===== src/rtl/core/iws_pkg.sv =====
`default_nettype none

package iws_pkg;

  // image geometry and storage
  localparam int unsigned PLANES           = 3;
  localparam int unsigned MAX_PLANE_PIXELS = 65536;
  localparam int unsigned PIXEL_BITS       = 16;

  // field widths
  localparam int unsigned PLANE_W  = 2;
  localparam int unsigned IDX_W    = 16;
  localparam int unsigned VALUE_W  = 16;
  localparam int unsigned WEIGHT_W = 16;
  localparam int unsigned OUT_W    = 16;
  localparam int unsigned DIM_W    = 9;

  // configuration port
  localparam int unsigned CFG_IDX_W  = 2;
  localparam int unsigned CFG_DATA_W = DIM_W;
  localparam int unsigned RESET_DIM  = 256;

  // derived widths
  localparam int unsigned PLANE_IDX_W = $clog2(MAX_PLANE_PIXELS);
  localparam int unsigned SIZE_W      = $clog2(MAX_PLANE_PIXELS + 1);
  localparam int unsigned AREA_W      = 2 * DIM_W;
  localparam int unsigned NBR_W       = IDX_W + 1;
  localparam int unsigned CMP_W       = (NBR_W > SIZE_W) ? NBR_W : SIZE_W;
  localparam int unsigned STORE_DEPTH = PLANES * MAX_PLANE_PIXELS;
  localparam int unsigned STORE_AW    = $clog2(STORE_DEPTH);

  // blend arithmetic
  localparam int unsigned INV_W  = WEIGHT_W + 1;
  localparam int unsigned BW     = 2 * WEIGHT_W + 1;
  localparam int unsigned PW     = PIXEL_BITS + BW;
  localparam int unsigned ACC_W  = PW + 2;
  localparam int unsigned FRAC_W = 2 * WEIGHT_W;
  localparam int unsigned RES_W  = ACC_W - FRAC_W;

  // neighbor lanes
  localparam int unsigned NBRS   = 4;
  localparam int unsigned NB_00  = 0;
  localparam int unsigned NB_10  = 1;
  localparam int unsigned NB_01  = 2;
  localparam int unsigned NB_11  = 3;

  typedef enum logic [CFG_IDX_W-1:0] {
    CFG_INTERP_MODE = 2'd0,
    CFG_IMAGE_ROWS  = 2'd1,
    CFG_IMAGE_COLS  = 2'd2
  } cfg_reg_e;

  typedef enum logic {
    OP_LOAD   = 1'b0,
    OP_SAMPLE = 1'b1
  } op_e;

  typedef enum logic {
    MODE_BILINEAR = 1'b0,
    MODE_NEAREST  = 1'b1
  } interp_mode_e;

  // memory access for one item
  typedef struct packed {
    logic                             wr_en;
    logic [STORE_AW-1:0]              wr_addr;
    logic [PIXEL_BITS-1:0]            wr_data;
    logic [NBRS-1:0][STORE_AW-1:0]    rd_addr;
  } store_req_t;

  // sample control that travels beside the memory read
  typedef struct packed {
    logic                 valid;
    logic                 oor;
    logic [NBRS-1:0]      use_nbr;
    logic [WEIGHT_W-1:0]  wr;
    logic [WEIGHT_W-1:0]  wc;
  } blend_ctl_t;

endpackage

`default_nettype wire


===== src/rtl/core/iws_addr.sv =====
`default_nettype none

module iws_addr (
  input  logic                            clk_i,
  input  logic                            rst_ni,
  input  logic                            accept_i,
  input  logic                            operation_i,
  input  logic [iws_pkg::PLANE_W-1:0]     plane_i,
  input  logic [iws_pkg::IDX_W-1:0]       pixel_index_i,
  input  logic [iws_pkg::VALUE_W-1:0]     pixel_value_i,
  input  logic [iws_pkg::WEIGHT_W-1:0]    weight_row_i,
  input  logic [iws_pkg::WEIGHT_W-1:0]    weight_col_i,
  input  logic                            interp_mode_i,
  input  logic [iws_pkg::DIM_W-1:0]       image_rows_i,
  input  logic [iws_pkg::DIM_W-1:0]       image_cols_i,
  output iws_pkg::store_req_t             req_o,
  output iws_pkg::blend_ctl_t             ctl_o
);
  import iws_pkg::*;

  logic                           plane_ok;
  logic [PLANE_W-1:0]             plane_sel;
  logic [AREA_W-1:0]              area;
  logic [SIZE_W-1:0]              size;
  logic [NBRS-1:0][NBR_W-1:0]     nbr;
  logic [NBRS-1:0]                in_rng;
  logic [NBRS-1:0]                needed;
  logic [NBRS-1:0][STORE_AW-1:0]  addr;
  logic                           nearest;
  logic [WEIGHT_W-1:0]            wr_eff;
  logic [WEIGHT_W-1:0]            wc_eff;
  logic                           wr_nz;
  logic                           wc_nz;

  logic                           wr_en_q;
  logic                           smp_q;
  logic [STORE_AW-1:0]            wr_addr_q;
  logic [PIXEL_BITS-1:0]          wr_data_q;
  logic [NBRS-1:0][STORE_AW-1:0]  rd_addr_q;
  logic                           oor_q;
  logic [NBRS-1:0]                use_q;
  logic [WEIGHT_W-1:0]            wr_q;
  logic [WEIGHT_W-1:0]            wc_q;

  always_comb begin
    plane_ok  = ({1'b0, plane_i} < (PLANE_W + 1)'(PLANES));
    plane_sel = plane_ok ? plane_i : '0;
    area      = AREA_W'(image_rows_i) * AREA_W'(image_cols_i);
    size      = (area > AREA_W'(MAX_PLANE_PIXELS)) ? SIZE_W'(MAX_PLANE_PIXELS)
                                                    : SIZE_W'(area);

    // nearest mode behaves as a blend with both fractions at zero
    nearest = (interp_mode_i == MODE_NEAREST);
    wr_eff  = nearest ? '0 : weight_row_i;
    wc_eff  = nearest ? '0 : weight_col_i;
    wr_nz   = |wr_eff;
    wc_nz   = |wc_eff;

    nbr[NB_00] = NBR_W'(pixel_index_i);
    nbr[NB_10] = nbr[NB_00] + NBR_W'(1);
    nbr[NB_01] = nbr[NB_00] + NBR_W'(image_rows_i);
    nbr[NB_11] = nbr[NB_01] + NBR_W'(1);

    needed[NB_00] = 1'b1;
    needed[NB_10] = wr_nz;
    needed[NB_01] = wc_nz;
    needed[NB_11] = wr_nz & wc_nz;

    for (int k = 0; k < NBRS; k++) begin
      in_rng[k] = plane_ok && (CMP_W'(nbr[k]) < CMP_W'(size));
      addr[k]   = STORE_AW'(plane_sel) * STORE_AW'(MAX_PLANE_PIXELS)
                + STORE_AW'(nbr[k][PLANE_IDX_W-1:0]);
    end
  end

  always_ff @(posedge clk_i or negedge rst_ni) begin
    if (!rst_ni) begin
      wr_en_q <= 1'b0;
      smp_q   <= 1'b0;
    end else begin
      wr_en_q <= accept_i && (operation_i == OP_LOAD) && in_rng[NB_00];
      smp_q   <= accept_i && (operation_i == OP_SAMPLE);
    end
  end

  always_ff @(posedge clk_i) begin
    wr_addr_q <= addr[NB_00];
    wr_data_q <= PIXEL_BITS'(pixel_value_i);
    rd_addr_q <= addr;
    oor_q     <= |(needed & ~in_rng);
    use_q     <= needed & in_rng;
    wr_q      <= wr_eff;
    wc_q      <= wc_eff;
  end

  assign req_o.wr_en   = wr_en_q;
  assign req_o.wr_addr = wr_addr_q;
  assign req_o.wr_data = wr_data_q;
  assign req_o.rd_addr = rd_addr_q;

  assign ctl_o.valid   = smp_q;
  assign ctl_o.oor     = oor_q;
  assign ctl_o.use_nbr = use_q;
  assign ctl_o.wr      = wr_q;
  assign ctl_o.wc      = wc_q;

endmodule

`default_nettype wire


===== config.mk =====
export PLATFORM = sky130hd
export DESIGN_NAME = iws_addr
export DESIGN_NICKNAME = d
export VERILOG_FILES = /design/src/rtl/core/iws_pkg.sv /design/src/rtl/core/iws_addr.sv
export SDC_FILE = /design/constraint.sdc
export NUM_CORES = 1
export LEC_CHECK = 0
export BUFFER_PORTS_ARGS = -buffer_cell sky130_fd_sc_hd__buf_4
export CAP_MARGIN = 20
export CORE_MARGIN = 4
export CORE_UTILIZATION = 35
export DETAILED_ROUTE_END_ITERATION = 10
export GPL_ROUTABILITY_DRIVEN = 0
export HOLD_SLACK_MARGIN = 0.1
export PLACE_DENSITY = 0.63
export REMOVE_ABC_BUFFERS = 1
export SLEW_MARGIN = 10
export SYNTH_ARGS = -nofsm -noshare
export SYNTH_HDL_FRONTEND = slang
export SYNTH_SLANG_ARGS = --single-unit

===== constraint.sdc =====
create_clock -name clk_i -period 0.8 [get_ports clk_i]
set_input_delay 0.08 -clock clk_i [delete_from_list [all_inputs] [get_ports clk_i]]
set_output_delay 0.08 -clock clk_i [all_outputs]
set_load 0.1 [all_outputs]

==> After elaboration in Yosys (flattened, before gate mapping) <==
Index checks and enable logic that the tools add are counted.
{ "op_classes": {"add_sub_neg": 7, "mul": 1, "magnitude_cmp": 6, "n_mux": 4, "bitwise_logic": 5, "reduce_logical": 10} }
{ "ops": {"columns": ["operator", "n"], "rows": [
  ["adder 18 x 16 -> 18 bit", 4],
  ["less-than comparator 17 bit", 3],
  ["two-way mux 16 bit", 2],
  ["OR reduction 16 bit", 2],
  ["> comparator 18 x 17 -> 1 bit (second input constant)", 1],
  ["multiplier 9 x 9 -> 18 bit", 1],
  ["adder 16 x 1 -> 17 bit (second input constant)", 1],
  ["adder 16 x 9 -> 17 bit", 1],
  ["adder 17 x 1 -> 17 bit (second input constant)", 1],
  ["less-than comparator 16 x 17 -> 1 bit", 1],
  ["two-way mux 17 bit", 1],
  ["AND 4 bit", 2],
  ["logical AND 1 bit", 7],
  ["NOT 4 bit", 1],
  ["OR reduction 4 bit", 1],
  ["less-than comparator 2 bit (second input constant)", 1],
  ["two-way mux 2 bit", 1],
  ["AND 1 bit", 1],
  ["NOT 1 bit", 1]
]} }
{ "word_totals": {"regBits": 127, "inputBits": 89, "elab_cells": 44} }

==> Depth between registers and ports, before layout <==
{ "depth": {"depth_word": 8, "depth_mapped": 32, "depth_no_buf": 29} }

==> Worst setup path before layout <==
Ideal clock, no wire load.
{ "synth_path": {"kind": "input to register", "startpoint": "input port image_cols_i[2] in the netlist's numbering", "endpoint": "register oor_q", "setup_time_ns": 0.139, "arrival_ns": 6.393, "required_time_ns": 0.661, "slack_ns": -5.732, "cell_stages": 31, "path_cell_list": "clkbuf_1 -> nand2_1 -> fa_1 -> inv_1 -> fa_1 -> inv_1 -> fa_1 -> fa_1 -> inv_1 -> ha_1 -> buf_6 -> a21o_1 -> a311oi_1 -> nor3_1 -> or4_4 -> a21oi_4 -> and2_1 -> buf_4 -> a21o_1 -> buf_4 -> nand2_1 -> ha_1 -> a21o_1 -> a21o_1 -> a21oi_1 -> o21ai_0 -> a22oi_1 -> o21ai_0 -> or3_1 -> o211ai_2 -> o2111ai_1"} }
{ "synth_via": {"elab_chain_len": 8} }
{ "synth_lines": {"columns": ["element", "line", "rtl"], "rows": [
  ["start, declared", "iws_addr.sv:15", "input logic [iws_pkg::DIM_W-1:0] image_cols_i,"],
  ["multiplier 9 x 9 -> 18 bit *", "iws_addr.sv:48", "area = AREA_W'(image_rows_i) * AREA_W'(image_cols_i);"],
  ["> comparator 18 x 17 -> 1 bit", "iws_addr.sv:49", "size = (area > AREA_W'(MAX_PLANE_PIXELS)) ? SIZE_W'(MAX_PLANE_PIXELS)"],
  ["two-way mux 17 bit *", "iws_addr.sv:49", null],
  ["less-than comparator 16 x 17 -> 1 bit or less-than comparator 17 bit (tied branches)", "iws_addr.sv:70", "in_rng[k] = plane_ok && (CMP_W'(nbr[k]) < CMP_W'(size));"],
  ["logical AND 1 bit", "iws_addr.sv:70", null],
  ["NOT 4 bit *", "iws_addr.sv:90", "oor_q <= |(needed & ~in_rng);"],
  ["AND 4 bit *", "iws_addr.sv:90", null],
  ["OR reduction 4 bit *", "iws_addr.sv:90", null],
  ["end signal, assigned", "iws_addr.sv:90", null],
  ["end, declared", "iws_addr.sv:40", "logic oor_q;"]
]} }
Mark *: on every way between the ends. The rest lies on a longest branch, timed or not.

==> Worst setup path in the final report <==
{ "layout_path": {"startpoint": "input port image_cols_i[6] in the netlist's numbering", "endpoint": "register wr_en_q"} }
{ "layout_via": {"elab_chain_len": 6} }
{ "layout_lines": {"columns": ["element", "line", "rtl"], "rows": [
  ["multiplier 9 x 9 -> 18 bit *", "iws_addr.sv:48", null],
  ["> comparator 18 x 17 -> 1 bit", "iws_addr.sv:49", null],
  ["two-way mux 17 bit *", "iws_addr.sv:49", null],
  ["less-than comparator 16 x 17 -> 1 bit *", "iws_addr.sv:70", null],
  ["logical AND 1 bit *", "iws_addr.sv:70", null],
  ["net in_rng[0]", "iws_addr.sv:26", "logic [NBRS-1:0] in_rng;"],
  ["logical AND 1 bit *", "iws_addr.sv:81", "wr_en_q <= accept_i && (operation_i == OP_LOAD) && in_rng[NB_00];"],
  ["end signal, assigned", "iws_addr.sv:81", null],
  ["end, declared", "iws_addr.sv:35", "logic wr_en_q;"]
]} }
Mark *: on every way through the listed nets, which the timed path passes. The rest lies on a longest branch.

==> summary.txt <==
Clock tree
  – Total CTS buffers: 17
  – H-tree depth: 4
  – Root buf cell: clkbuf_16
  – Clock-pin slew on the worst setup and hold paths: 0.06 ns
  – CTS tree: done
  – Worst-case clock buffer depth: 2
  – Clock Sinks: 121

Synthesis
  – Area share of the largest cell type after synthesis: 28.8%
  – Synthesized flop and latch total: 121
  – Post-synth EDFFs: 0
  – Post-synthesis async set-or-reset flop share: 1.65%
  – Xor-xnor portion of the synthesized cell area: 5.71%
  – Area contributors post-synth: dfxtp_1 (29%), ha_1 (17%), fa_1 (12%)
  – Post-Syn Area per Cell: 9.40 um^2
  – Mapped cell area: 8280 um^2
  – Syn Inst Count: 881
  – Main synth FF type: dfxtp_1
  – Distinct cells, synth: 54
  – Largest family of logic cells by synthesized area: adder cells
  – Proportion of synthesized area in mux cells: 0%
  – Compound-Gate Fraction of Synth Area: 9.94%
  – Most numerous cell in the Yosys netlist: dfxtp_1
  – Seq/Total Area, Yosys: 29.4%
  – YS warnings: 0
  – Largest area contributor in the netlist: dfxtp_1
  – Synth cell count leaders: dfxtp_1 (119), ha_1 (112), inv_1 (89), nand2_1 (75)
  – Simple-gate share of the synthesized area: 18.3%
  – Adder-cell share of the synthesized area: 29.2%

Detailed routing
  – Post-DR wirelength/cell: 21.6 um
  – Post-Route WL: 38300 um
  – Total number of vias: 9157
  – 1st-iter DRT viols: 555
  – Vias per inst: 5.16
  – DRT antenna net count: 0
  – Remaining DRCs: 0
  – Drt first pass iters: 8

Critical path
  – Startpoint Class: input port
  – Worst path max stage delay: 0.55 ns
  – CP arrival: 6.39 ns
  – Most used cell, CP: fa_1
  – Required time worst endpoint: 1.16 ns
  – Crit Path Max Fanout: 6
  – Critical Path End Type: flop
  – Crit Path Class: in -> reg
  – Slowest CP cell: fa_1

Power
  – Net Sw Power: 27.8 mW
  – Sw Share: 46.0%
  – Combinational Power Share: 73.9%
  – LEAKAGE: 8.12 nW
  – P per Cell Area: 3470 nW/um^2
  – Peak supply drop: 2.26 mV
  – Clock power frac: 13.8%
  – Final Power: 60.3 mW
  – Pint: 32.5 mW
  – Sequential cell fraction of total power: 12.4%

STA
  – Min Hold Slack: -0.0479 ns
  – Tcrit/Tclk final: 754%
  – RSZ-0062 raised after global routing: yes
  – Fin worst setup slack: -5.23 ns
  – Worst-Margin Slew: 0.496 ns
  – Final hold violations: 3
  – Min cycle time layout: 6.03 ns
  – Final slew viol count: 0
  – Fmax: 166 MHz
  – Endpoints failing setup: 201
  – Worst slew margin: 66.8%

Outcome
  – Failing checks: negative hold slack, negative setup slack
  – Outcome: complete, but fails checks

Global routing
  – Total track usage: 22.2%
  – Vias in the first global route: 9208
  – Initial antenna violation count: 1
  – First-pass GRT wire length: 46700 um
  – Largest net degree at the start of global routing: 18
  – Gr ovfl total: 0

Die
  – DIE AREA: 26200 um^2
  – I/O pin count: 234
  – Die Ht: 162 um
  – Rows: 56
  – Die X: 162 um
  – Core area: 23400 um^2
  – Starting density of the core: 35.4%

Placement
  – Detail Placement HPWL: 22000 um
  – Pre-CTS worst setup slack: -5.93 ns
  – Number of buffers added on ports: 233

Flow run
  – Max_cap viols: 0

Min path
  – Hold depth: 2
  – Hold crit path type: in -> reg
  – Hold_sp: weight_col_i[8]
  – Hold-critical path endpoint: wc_q[8]

Layout
  – Area delta synth->final: 110%
  – Layout Utilization: 74.2%
  – Filler cell count in the final layout: 1351
  – Fraction of layout cells with a size suffix above 1: 61.0%
  – Final #Nets: 1692
## sequential cells by signal (all words and copies together), names as in the netlist
name       cells
wr_en_q        1
use_q          4
req_o         50
smp_q          1
wc_q          16
oor_q          1
wr_data_q     16
wr_addr_q     16
wr_q          16
## cell families (layout without fill, tap and decap cells)
kind of cell | count (synthesis) | in the layout
and+or+nand+nor | 290 | 290
DFF | 121 | 121
buffers and inverters | 133 | 705
adders and majority gates | 163 | 163
other | 0 | 1
xor gates and xnor gates | 54 | 54
AOI/OAI and AO/OA | 120 | 120
## repair_timing
action,CTS,global route
setup buffers,30,26
gates resized for setup,303,635
gates cloned,1,0
pin swaps,131,72
hold endpoints to repair,78,19
setup endpoints to repair,191,192
hold buffers,55,1
## worst max-delay path: cells and delay by family
family                   cells  cell delay [ns]
adder cells (fa/ha/maj)      6             2.61
AND/OR/NAND/NOR              8             1.29
buffers and inverters        8             0.78
AO/OA/AOI/OAI                9             1.59
## layout by cell type (no fill, tap or decap), types with 22 or more instances in the layout
cell	synthesis	routed
buf_6	1	63
nand2_1	75	54
a21o_1	29	28
and2_1	51	41
nor2_1	35	22
buf_4	29	301
buf_12	0	151
inv_1	89	76
fa_1	51	43
nor2b_1	38	36
dfxtp_2	0	98
dlygate4sd3_1	0	54
ha_4	0	22
ha_1	112	88
## area by class of cell
cell class,count,area (um^2),share of cell area (%)
inverters,89,334,1.92
repair buffers,584,6770,39.0
flip-flops and latches,121,2630,15.2
clock inverters,15,190,1.10
diodes,1,2.50,0.0144
well taps,319,399,2.30
multi-input cells,627,6610,38.1
clock buffers,17,425,2.45
## power groups by stage
| stage | sequential [mW] | combinational, mW | clock [mW] |
|---|---|---|---|
| global placement | 7.06 | 30.4 | 0 |
| global route | 7.50 | 47.0 | 8.56 |
| detailed placement | 7.05 | 30.9 | 0 |
| floorplan | 12.1 | 13.6 | 0 |
| CTS | 6.97 | 37.2 | 8.16 |
| finish | 7.46 | 44.5 | 8.29 |
## how the worst max path moves through the flow
stage | to | cells after the start | start
final | wr_en_q | 31 | image_cols_i[6]
after global routing | wr_en_q | 31 | image_cols_i[0]
after CTS | oor_q | 35 | image_rows_i[4]
after detailed placement | oor_q | 30 | image_rows_i[3]
after global placement | wr_en_q | 30 | image_cols_i[8]
after floorplan | oor_q | 26 | image_rows_i[1]
## routing by layer
layer / up-vias / GRT usage (%) / part of all wire (%)
met5: - / 0 / 0
met4: 0 / 9.15 / 5.8
met1: 4410 / 24.3 / 35
met2: 512 / 41.7 / 52
met3: 168 / 4.39 / 7.1
li1: 4067 / - / -
## stage by stage
stage / cells / TNS [ns] / area, um^2
2_1_floorplan: 837 / -139.02 / 8000
3_3_place_gp: 1634 / -94.72 / 12000
3_5_place_dp: 1634 / -95.51 / 12000
4_1_cts: 1751 / -107.09 / 14800
5_1_grt: 1773 / -107.38 / 17400
6_report: 1773 / -102.09 / 17400
(Power assumes the default switching activity.)
